$ cat src/rtl/core/y86c_pkg.sv
`timescale 1ns / 1ps
// ----------------------------------------------------------------------------
// y86c_pkg
// shared codes for the y86-64 sequential core
// ----------------------------------------------------------------------------
package y86c_pkg;
   localparam logic [1:0] ACT_LOAD = 2'd0;
   localparam logic [1:0] ACT_STEP = 2'd1;
   localparam logic [1:0] ACT_READ = 2'd2;

   localparam logic [1:0] ST_AOK = 2'd0;
   localparam logic [1:0] ST_HLT = 2'd1;
   localparam logic [1:0] ST_ADR = 2'd2;
   localparam logic [1:0] ST_INS = 2'd3;

   localparam logic [3:0] IC_HALT   = 4'h0;
   localparam logic [3:0] IC_NOP    = 4'h1;
   localparam logic [3:0] IC_CMOV   = 4'h2;
   localparam logic [3:0] IC_IRMOV  = 4'h3;
   localparam logic [3:0] IC_RMMOV  = 4'h4;
   localparam logic [3:0] IC_MRMOV  = 4'h5;
   localparam logic [3:0] IC_OP     = 4'h6;
   localparam logic [3:0] IC_JXX    = 4'h7;
   localparam logic [3:0] IC_CALL   = 4'h8;
   localparam logic [3:0] IC_RET    = 4'h9;
   localparam logic [3:0] IC_PUSH   = 4'hA;
   localparam logic [3:0] IC_POP    = 4'hB;

   localparam logic [3:0] RSP_INDEX = 4'd4;

   localparam logic [1:0] ALU_ADD = 2'd0;
   localparam logic [1:0] ALU_SUB = 2'd1;
   localparam logic [1:0] ALU_AND = 2'd2;
   localparam logic [1:0] ALU_XOR = 2'd3;

   typedef struct packed {
      logic zf;
      logic sf;
      logic of_;
   } flags_type;

   function automatic logic cond_holds(input logic [3:0] fn, input flags_type f);
      logic r;
      begin
         unique case (fn)
            4'd0:    r = 1'b1;
            4'd1:    r = (f.sf ^ f.of_) | f.zf;
            4'd2:    r = f.sf ^ f.of_;
            4'd3:    r = f.zf;
            4'd4:    r = ~f.zf;
            4'd5:    r = ~(f.sf ^ f.of_);
            default: r = ~(f.sf ^ f.of_) & ~f.zf;
         endcase
         return r;
      end
   endfunction
endpackage

$ cat src/rtl/core/y86c_alu.sv
`timescale 1ns / 1ps
// ----------------------------------------------------------------------------
// y86c_alu
// shared 64-bit add / subtract / logic unit with flag generation
// ----------------------------------------------------------------------------
module y86c_alu (
   input  logic [1:0]           op,
   input  logic [63:0]          a,
   input  logic [63:0]          b,
   output logic [63:0]          res,
   output y86c_pkg::flags_type  flags
);
   logic as, bs, es;
   always_comb begin
      unique case (op)
         y86c_pkg::ALU_ADD: res = b + a;
         y86c_pkg::ALU_SUB: res = b - a;
         y86c_pkg::ALU_AND: res = b & a;
         default:           res = b ^ a;
      endcase
   end
   assign as = a[63];
   assign bs = b[63];
   assign es = res[63];
   assign flags.zf  = (res == 64'd0);
   assign flags.sf  = es;
   assign flags.of_ = (op == y86c_pkg::ALU_ADD) ? ((as == bs) && (es != as)) :
                      (op == y86c_pkg::ALU_SUB) ? ((as != bs) && (es != bs)) : 1'b0;
endmodule

$ cat config.mk
export PLATFORM = sky130hd
export DESIGN_NAME = y86c_alu
export DESIGN_NICKNAME = d
export VERILOG_FILES = /design/src/rtl/core/y86c_pkg.sv /design/src/rtl/core/y86c_alu.sv
export SDC_FILE = /design/constraint.sdc
export NUM_CORES = 1
export LEC_CHECK = 0
export BUFFER_PORTS_ARGS = -buffer_cell sky130_fd_sc_hd__buf_2
export CAP_MARGIN = 15
export CORE_MARGIN = 2
export CORE_UTILIZATION = 40
export DETAILED_ROUTE_END_ITERATION = 16
export PLACE_DENSITY = 0.71
export SKIP_LAST_GASP = 1
export SYNTH_ARGS = -nofsm -noshare
export SYNTH_HDL_FRONTEND = slang
export SYNTH_SLANG_ARGS = --single-unit
$ cat constraint.sdc
create_clock -name vclk -period 36.5
set_clock_uncertainty 0.2 [all_clocks]
set_input_delay 9.125 -clock vclk [all_inputs]
set_output_delay 9.125 -clock vclk [all_outputs]
set_load 0.05 [all_outputs]
==> results of run 1 <==
per-stage QoR:
| stage | cell area, um2 | total power (uW) | setup slack (ns) | utilization | cells |
|---|---|---|---|---|---|
| 6_report | 9390 | 270 | 10.84 | 0.461 | 1635 |
| 5_1_grt | 9390 | 288 | 10.59 | 0.461 | 1635 |
| 4_1_cts | 9390 | 264 | 10.97 | 0.461 | 1635 |
| 3_5_place_dp | 9390 | 263 | 10.99 | 0.461 | 1635 |
| 3_3_place_gp | 9390 | 262 | 11.07 | 0.461 | 1635 |
| 2_1_floorplan | 8340 | 189 | 10.43 | - | 1237 |
Yosys cell counts, types with 4 or more instances:
library cell  number  area share
a31oi_1           12      0.0090
o21ai_0          106       0.064
nor2b_1           12      0.0090
nor2_1           110       0.049
o211ai_1          31       0.028
o41ai_1            6      0.0063
xor2_1            55       0.058
nand2_1          127       0.057
nand3_1           16      0.0096
a21o_1            17       0.015
nand4_1           36       0.027
o21a_1            13       0.012
or4_1             10      0.0090
mux2_2            17       0.023
a211oi_1           8      0.0072
inv_1             27       0.012
a221oi_1           8      0.0084
o22ai_1            5      0.0037
or3_1             13      0.0097
a311oi_1           4      0.0042
buf_1              7      0.0031
nor3_1            34       0.020
clkbuf_1          56       0.025
a21boi_0           5      0.0045
o31ai_1           23       0.021
a21oi_1          106       0.064
o21bai_1          14       0.013
nor3b_1            5      0.0045
ha_1             128        0.19
o32ai_1            4      0.0042
buf_2              4      0.0024
xnor2_1           54       0.057
nor4_1            24       0.018
mux2i_1           40       0.048
and3_1             4      0.0030
nand2b_1          22       0.016
or2_2              7      0.0052
cell usage in the layout (no fill, tap or decap), types with 6 or more instances in the layout:
cell	instances
inv_1	27
o21ai_0	106
o31ai_1	23
buf_2	195
nand3_1	16
o211ai_1	31
or4_1	10
nand2b_1	22
nor3_1	34
nor2b_1	12
nand4_1	36
a221oi_1	8
o21bai_1	14
a211oi_1	8
xor2_1	55
a21o_1	17
nor4_1	24
mux2_2	17
mux2i_1	40
nor2_1	110
or2_2	7
xnor2_1	54
a21oi_1	106
o41ai_1	6
nand2_1	127
ha_1	128
a31oi_1	12
or3_1	13
o21a_1	13
worst paths after layout:
path | start | to | slack [ns] | cells after the start
setup / recovery | a[12] | flags[2] | 10.84 | 22
hold / removal | a[63] | flags[0] | 18.57 | 4
layout make-up:
type | count | area, um2 | area share
well taps | 270 | 338 | 0.0360
repair buffers | 200 | 1010 | 0.108
multi-input cells | 1138 | 7940 | 0.845
inverters | 27 | 101 | 0.0108
tightest hold or removal path, stage by stage:
cell and delay (ns):
buf_2 0.12, o311a_1 0.15, nor3_1 0.05, buf_2 0.20
where the power goes:
group          internal, uW  total (uW)  leakage, uW  switching (uW)
sequential                0           0            0               0
clock                     0           0            0               0
combinational          81.3         270      0.00406             188
routing by layer:
layer,vias to the layer above,track usage
met5,-,0
met2,563,0.492
met4,0,0.0971
met3,71,0.0215
li1,4910,-
met1,4915,0.428
cell families after synthesis:
group	synth area share
xor gates and xnor gates	0.114
AOI/OAI and AO/OA	0.300
muxes	0.0709
buffers and inverters	0.0490
adders and majority gates	0.194
and+or+nand+nor	0.272
==> impl_metrics.json, run 1 <==
{
  "status": "complete, no violations",
  "num_vias": 10500,
  "setup_violations": 0,
  "die_y_um": 148,
  "worst_setup_path_start_kind": "input pin",
  "rows": 52,
  "worstPathRequired_ns": 27.17,
  "grt.overflow.total": 0,
  "wl_met1_mm": 15.2,
  "grt_antenna_before_repair": 0,
  "postSynthCellCount": 1237,
  "drt_iter0_markers": 1138,
  "post-cts-setup-buffers": 0,
  "crit_path_cell_trace": "buf_2 > or3_1 > or4_2 > or4_4 > or3_1 > or2_1 > nor2_8 > a21oi_1 > xnor2_1 > ha_1 > a21oi_1 > o21ai_0 > a221o_1 > a21oi_1 > nor3b_1 > o31ai_1 > a311oi_1 > xor2_1 > o21ai_0 > or4b_2 > nor4_1 > buf_2",
  "cts_hold_buf": 0,
  "layout-drive-gt1-share": 0.179,
  "maxUsedRoutingLayer": "met4",
  "yosysSeqAreaShare": 0,
  "portBuffers": 197,
  "grt_max_degree": 67,
  "cts-resized-gates": 0,
  "first_pass_iters": 6,
  "hold_class": "in -> out",
  "io_pins": 197,
  "vdd_drop_max_uv": 17.9,
  "start_util": 0.410,
  "crit_path_frequent_cell": "a21oi_1",
  "syn-num-nets": 1496,
  "dp_hpwl_mm": 29.5,
  "fin_crit_ns": 25.66,
  "leakagePower_uw": 0.00406,
  "drc": 0,
  "fp.dieW_um": 148,
  "wl_per_cell_um": 21.4,
  "hold_ws_ns": 18.57,
  "dr_wl_met3_mm": 3.04,
  "fin_nets": 1626,
  "hold_viol": 0,
  "nClkBuffers": 0,
  "crit_path_max_fanout": 8,
  "period_share": 0.703,
  "grt_first_pass_wirelength_mm": 53.8,
  "cp_top_family": "simple AND/OR/NAND/NOR gates",
  "worstMarginPinSlew_ns": 0.840,
  "rsz0062_at_grt": "no",
  "area.growth.synth_to_final_pct": 12.5,
  "yosysWarningCount": 0,
  "coreArea_um2": 20400,
  "p_per_area_nw_per_um2": 28.7,
  "grt_use_total": 0.303,
  "crit_arrival_ns": 16.33,
  "fmax_ghz": 0.0390,
  "slew_headroom": 0.438,
  "wl_met2_mm": 15.5,
  "antenna_left": 0,
  "end_kind": "output port",
  "ys_types": 82,
  "max_cap_violations": 0,
  "finalMaxSlewViolations": 0,
  "finalWirelength_mm": 35.1,
  "fin_tns_setup_ns": 0,
  "synth.avg_cell_area_um2": 6.75,
  "regArea_um2": 0,
  "num-fill-cells": 2176,
  "gp_congestion": 1.06,
  "crit_buf_inv": 2,
  "grt_pass1_vias": 9660,
  "syn_area_um2": 8340,
  "slowest_stage": "or4b_2",
  "num_antenna_cells": 0,
  "crit_path_max_incr_delay_ns": 0.72,
  "n_sequential_cell": 0,
  "vias_per_cell": 6.40,
  "critPathKind": "in -> out",
  "die_area_um2": 22000
}
Note: power is estimated with default switching activity, not from simulation.
==> inputs of run 2 (changes only) <==
clock period = 24.5 ns   (was 36.5 ns; I/O delays follow)
==> impl_metrics.json, run 2 (synthesized netlist as in run 1, its figures left out) <==
{
  "status": "complete, no violations",
  "vias_per_cell": 6.31,
  "critPathKind": "in -> out",
  "period_share": 0.802,
  "total_power_uw": 402,
  "grt_antenna_before_repair": 0,
  "drc": 0,
  "setup_violations": 0,
  "fmax_ghz": 0.0509,
  "n_sequential_cell": 0,
  "drt_iter0_markers": 978,
  "fin_nets": 1626,
  "io_pins": 197,
  "leakagePower_uw": 0.00406,
  "cts_hold_buf": 0,
  "num_antenna_cells": 0,
  "portBuffers": 197,
  "area.growth.synth_to_final_pct": 12.5,
  "fin_area_um2": 9390,
  "coreArea_um2": 20400,
  "place_area_um2": 9390,
  "post-cts-setup-buffers": 0,
  "wl_per_cell_um": 21.7,
  "cts-resized-gates": 0,
  "num-fill-cells": 2149,
  "nClkBuffers": 0,
  "vdd_drop_max_uv": 32.7,
  "p_per_area_nw_per_um2": 42.8,
  "worstPathRequired_ns": 18.17,
  "final_common_cell": "buf_2",
  "dp_hpwl_mm": 30.2,
  "hold_class": "in -> out",
  "mostFrequentLayoutCells": "buf_2 (195), ha_1 (128), nand2_1 (127)",
  "grt.overflow.total": 0,
  "finalMaxSlewViolations": 0,
  "rsz0062_at_grt": "no",
  "fin_tns_setup_ns": 0,
  "fp.dieW_um": 148,
  "rows": 52,
  "antenna_left": 0,
  "num_vias": 10300,
  "multi_input_area_um2": 7940,
  "slew_headroom": 0.391,
  "first_pass_iters": 6,
  "crit_arrival_ns": 13.32,
  "gp_congestion": 1.02,
  "grt_max_degree": 72,
  "finalWirelength_mm": 35.5,
  "end_kind": "output port",
  "grt_pass1_vias": 9854,
  "die_y_um": 148,
  "grt_first_pass_wirelength_mm": 55.0,
  "hold_viol": 0,
  "worstMarginPinSlew_ns": 0.913,
  "crit_path_max_fanout": 8,
  "layout-drive-gt1-share": 0.179,
  "grt_use_total": 0.312,
  "worst_setup_path_start_kind": "input pin",
  "max_cap_violations": 0,
  "die_area_um2": 22000,
  "start_util": 0.410,
  "regArea_um2": 0,
  "fin_crit_ns": 19.64
}
-- run 2: cell counts in the layout (fill, tap and decap cells not counted) --
No cell type changed its count.
-- run 2: stage by stage --
step	hold WS, ns	worst slack, ns	instances	util
5_1_grt	12.59	4.59	1635	0.461
6_report	12.58	4.86	1635	0.461
3_5_place_dp	12.57	4.93	1635	0.461
3_3_place_gp	12.56	4.91	1635	0.461
4_1_cts	12.57	4.93	1635	0.461
2_1_floorplan	12.36	4.43	1237	-
-- run 2: path summary, 6_finish.rpt --
kind                   from       end  depth (start not counted)
worst min-delay path  a[63]  flags[0]                          4
worst max-delay path   a[6]  flags[2]                         22
-- run 2: routing by layer --
layer,vias to the layer above,share of wire,global-route usage,routed length (um)
met4,0,0.042,0.102,1510
met5,-,0,0,0
li1,4919,-,-,-
met3,83,0.079,0.0359,2800
met2,500,0.44,0.509,15700
met1,4809,0.44,0.429,15500
-- run 2: power breakdown --
| group | leakage, uW | internal [uW] | switching, uW | total [uW] |
|---|---|---|---|---|
| Combinational | 0.00406 | 121 | 281 | 402 |
| Clock | 0 | 0 | 0 | 0 |
| Sequential | 0 | 0 | 0 | 0 |
-- run 2: area by class of cell --
| cell class | instances | share of cell area |
|---|---|---|
| inverter | 27 | 0.0108 |
| timing repair buffer | 200 | 0.108 |
| multi-input combinational | 1138 | 0.845 |
| tap | 270 | 0.0360 |
-- run 2: worst max-delay path: stages --
cell and delay [ns]:
buf_2 0.12, or4_4 0.55, or3_1 0.35, or4_4 0.57
or3_1 0.52, or2_1 0.45, nor2_8 0.21, a21oi_1 0.11
xnor2_1 0.17, ha_1 0.39, a21oi_1 0.28, o21ai_0 0.25
a221o_1 0.32, a21oi_1 0.15, nor3b_1 0.54, o31ai_1 0.18
a311oi_1 0.35, xor2_1 0.23, o21ai_0 0.13, or4b_2 0.70
nor4_1 0.28, buf_2 0.34
==> inputs of run 3 (changes only) <==
PLACE_DENSITY = 0.74   (was 0.71)
clock period = 15.87 ns   (was 24.5 ns; I/O delays follow)
==> impl_metrics.json, run 3 (synthesized netlist as in run 1, its figures left out) <==
{
  "cts-resized-gates": 0,
  "crit_arrival_ns": 11.17,
  "period_share": 0.967,
  "dp_hpwl_mm": 30.6,
  "drc": 0,
  "drt_iter0_markers": 877,
  "area.growth.synth_to_final_pct": 13.0,
  "gp_congestion": 1.02,
  "cts_hold_buf": 0,
  "dp.cells": 1640,
  "max_cap_violations": 0,
  "hold_class": "in -> out",
  "rsz0062_at_grt": "no",
  "p_per_area_nw_per_um2": 66.3,
  "crit_path_max_fanout": 11,
  "internal_power_uw": 188,
  "slew_headroom": 0.432,
  "regArea_um2": 0,
  "n_sequential_cell": 0,
  "switchingPower_uw": 438,
  "num_vias": 10300,
  "fp.dieW_um": 148,
  "fmax_ghz": 0.0652,
  "grt_max_degree": 68,
  "hold_depth": 4,
  "status": "complete, no violations",
  "start_util": 0.410,
  "grt_antenna_before_repair": 1,
  "mostFrequentLayoutCells": "buf_2 (195), ha_1 (128), nand2_1 (127)",
  "final_cells": 1641,
  "vias_per_cell": 6.31,
  "hold_viol": 0,
  "grt_use_total": 0.311,
  "worstPathRequired_ns": 11.70,
  "fin_crit_ns": 15.34,
  "comb_power_share": 1.000,
  "finalWirelength_mm": 36.0,
  "leakagePower_uw": 0.00409,
  "antenna_left": 0,
  "grt_pass1_vias": 9746,
  "fin_tns_setup_ns": 0,
  "wl_per_cell_um": 22.0,
  "p_seq_frac": 0,
  "nClkBuffers": 0,
  "first_pass_iters": 6,
  "fin_nets": 1631,
  "worstMarginPinSlew_ns": 0.843,
  "holdCritStartpoint": "a[63]",
  "finalMaxSlewViolations": 0,
  "clkPwrFrac": 0,
  "io_pins": 197,
  "vdd_drop_max_uv": 36.9,
  "grt_first_pass_wirelength_mm": 54.8,
  "rows": 52,
  "holdPathEnd": "flags[0]",
  "worst_setup_path_start_kind": "input pin",
  "num-fill-cells": 2188,
  "coreArea_um2": 20400,
  "die_y_um": 148,
  "grt.overflow.total": 0,
  "final_common_cell": "buf_2",
  "setup_violations": 0,
  "layout-drive-gt1-share": 0.182,
  "final_core_util": 0.463,
  "end_kind": "output port",
  "die_area_um2": 22000,
  "post-cts-setup-buffers": 0,
  "portBuffers": 197,
  "critPathKind": "in -> out",
  "switching_share": 0.700
}
## run 3: changes by cell type in the layout (fill, tap and decap cells not counted)
| cell | before | now |
|---|---|---|
| diode_2 | 0 | 1 |
| buf_4 | 5 | 10 |
## run 3: final cells by class
| class | instances | area [um2] | area share |
|---|---|---|---|
| timing repair buffer | 205 | 1050 | 0.111 |
| tap | 270 | 338 | 0.0358 |
| multi-input combinational | 1138 | 7940 | 0.842 |
| inverter | 27 | 101 | 0.0107 |
| antenna | 1 | 2.50 | 0.000265 |
## run 3: power by group through the flow
stage	Clock, uW	Sequential, uW	Combinational (uW)
2_1_floorplan	0	0	435
3_3_place_gp	0	0	610
5_1_grt	0.00000843	0	667
3_5_place_dp	0	0	610
4_1_cts	0	0	612
6_report	0.00000843	0	625
## run 3: worst max path at each step
stage	startpoint	to	slack, ns	depth (start not counted)
floorplan	op[0]	flags[2]	0.11	23
global placement	a[6]	flags[2]	0.83	22
detailed placement	a[6]	flags[2]	0.72	22
CTS	a[6]	flags[2]	0.70	22
global route	a[6]	flags[2]	0.31	21
finish	a[6]	flags[2]	0.53	20
## run 3: layer usage
layer	GRT usage	up-vias	part of all wire
li1	-	4940	-
met1	0.429	4791	0.43
met2	0.502	537	0.44
met3	0.0383	79	0.090
met4	0.104	0	0.042
met5	0	-	0
## run 3: critical path: stages
cell and delay (ns):
buf_2 0.12, or4_4 0.55, or3_1 0.35, or4_4 0.57, or3_1 0.54, or2_1 0.43
o31ai_1 0.31, xor2_1 0.18, ha_1 0.37, nand2_1 0.17, o21ai_0 0.16, or4b_2 0.78
a211oi_2 0.61, o21a_1 0.23, o311ai_1 0.12, xnor2_1 0.15, o21ai_0 0.10, or4b_2 0.73
nor4_1 0.35, buf_2 0.35
## run 3: through the flow
stage	total power [uW]	instance area, um2	hold slack, ns	worst slack, ns
4_1_cts	612	9430	8.25	0.702
3_5_place_dp	610	9430	8.25	0.718
3_3_place_gp	610	9430	8.24	0.826
6_report	625	9430	8.25	0.529
2_1_floorplan	435	8340	8.05	0.110
5_1_grt	667	9430	8.27	0.313
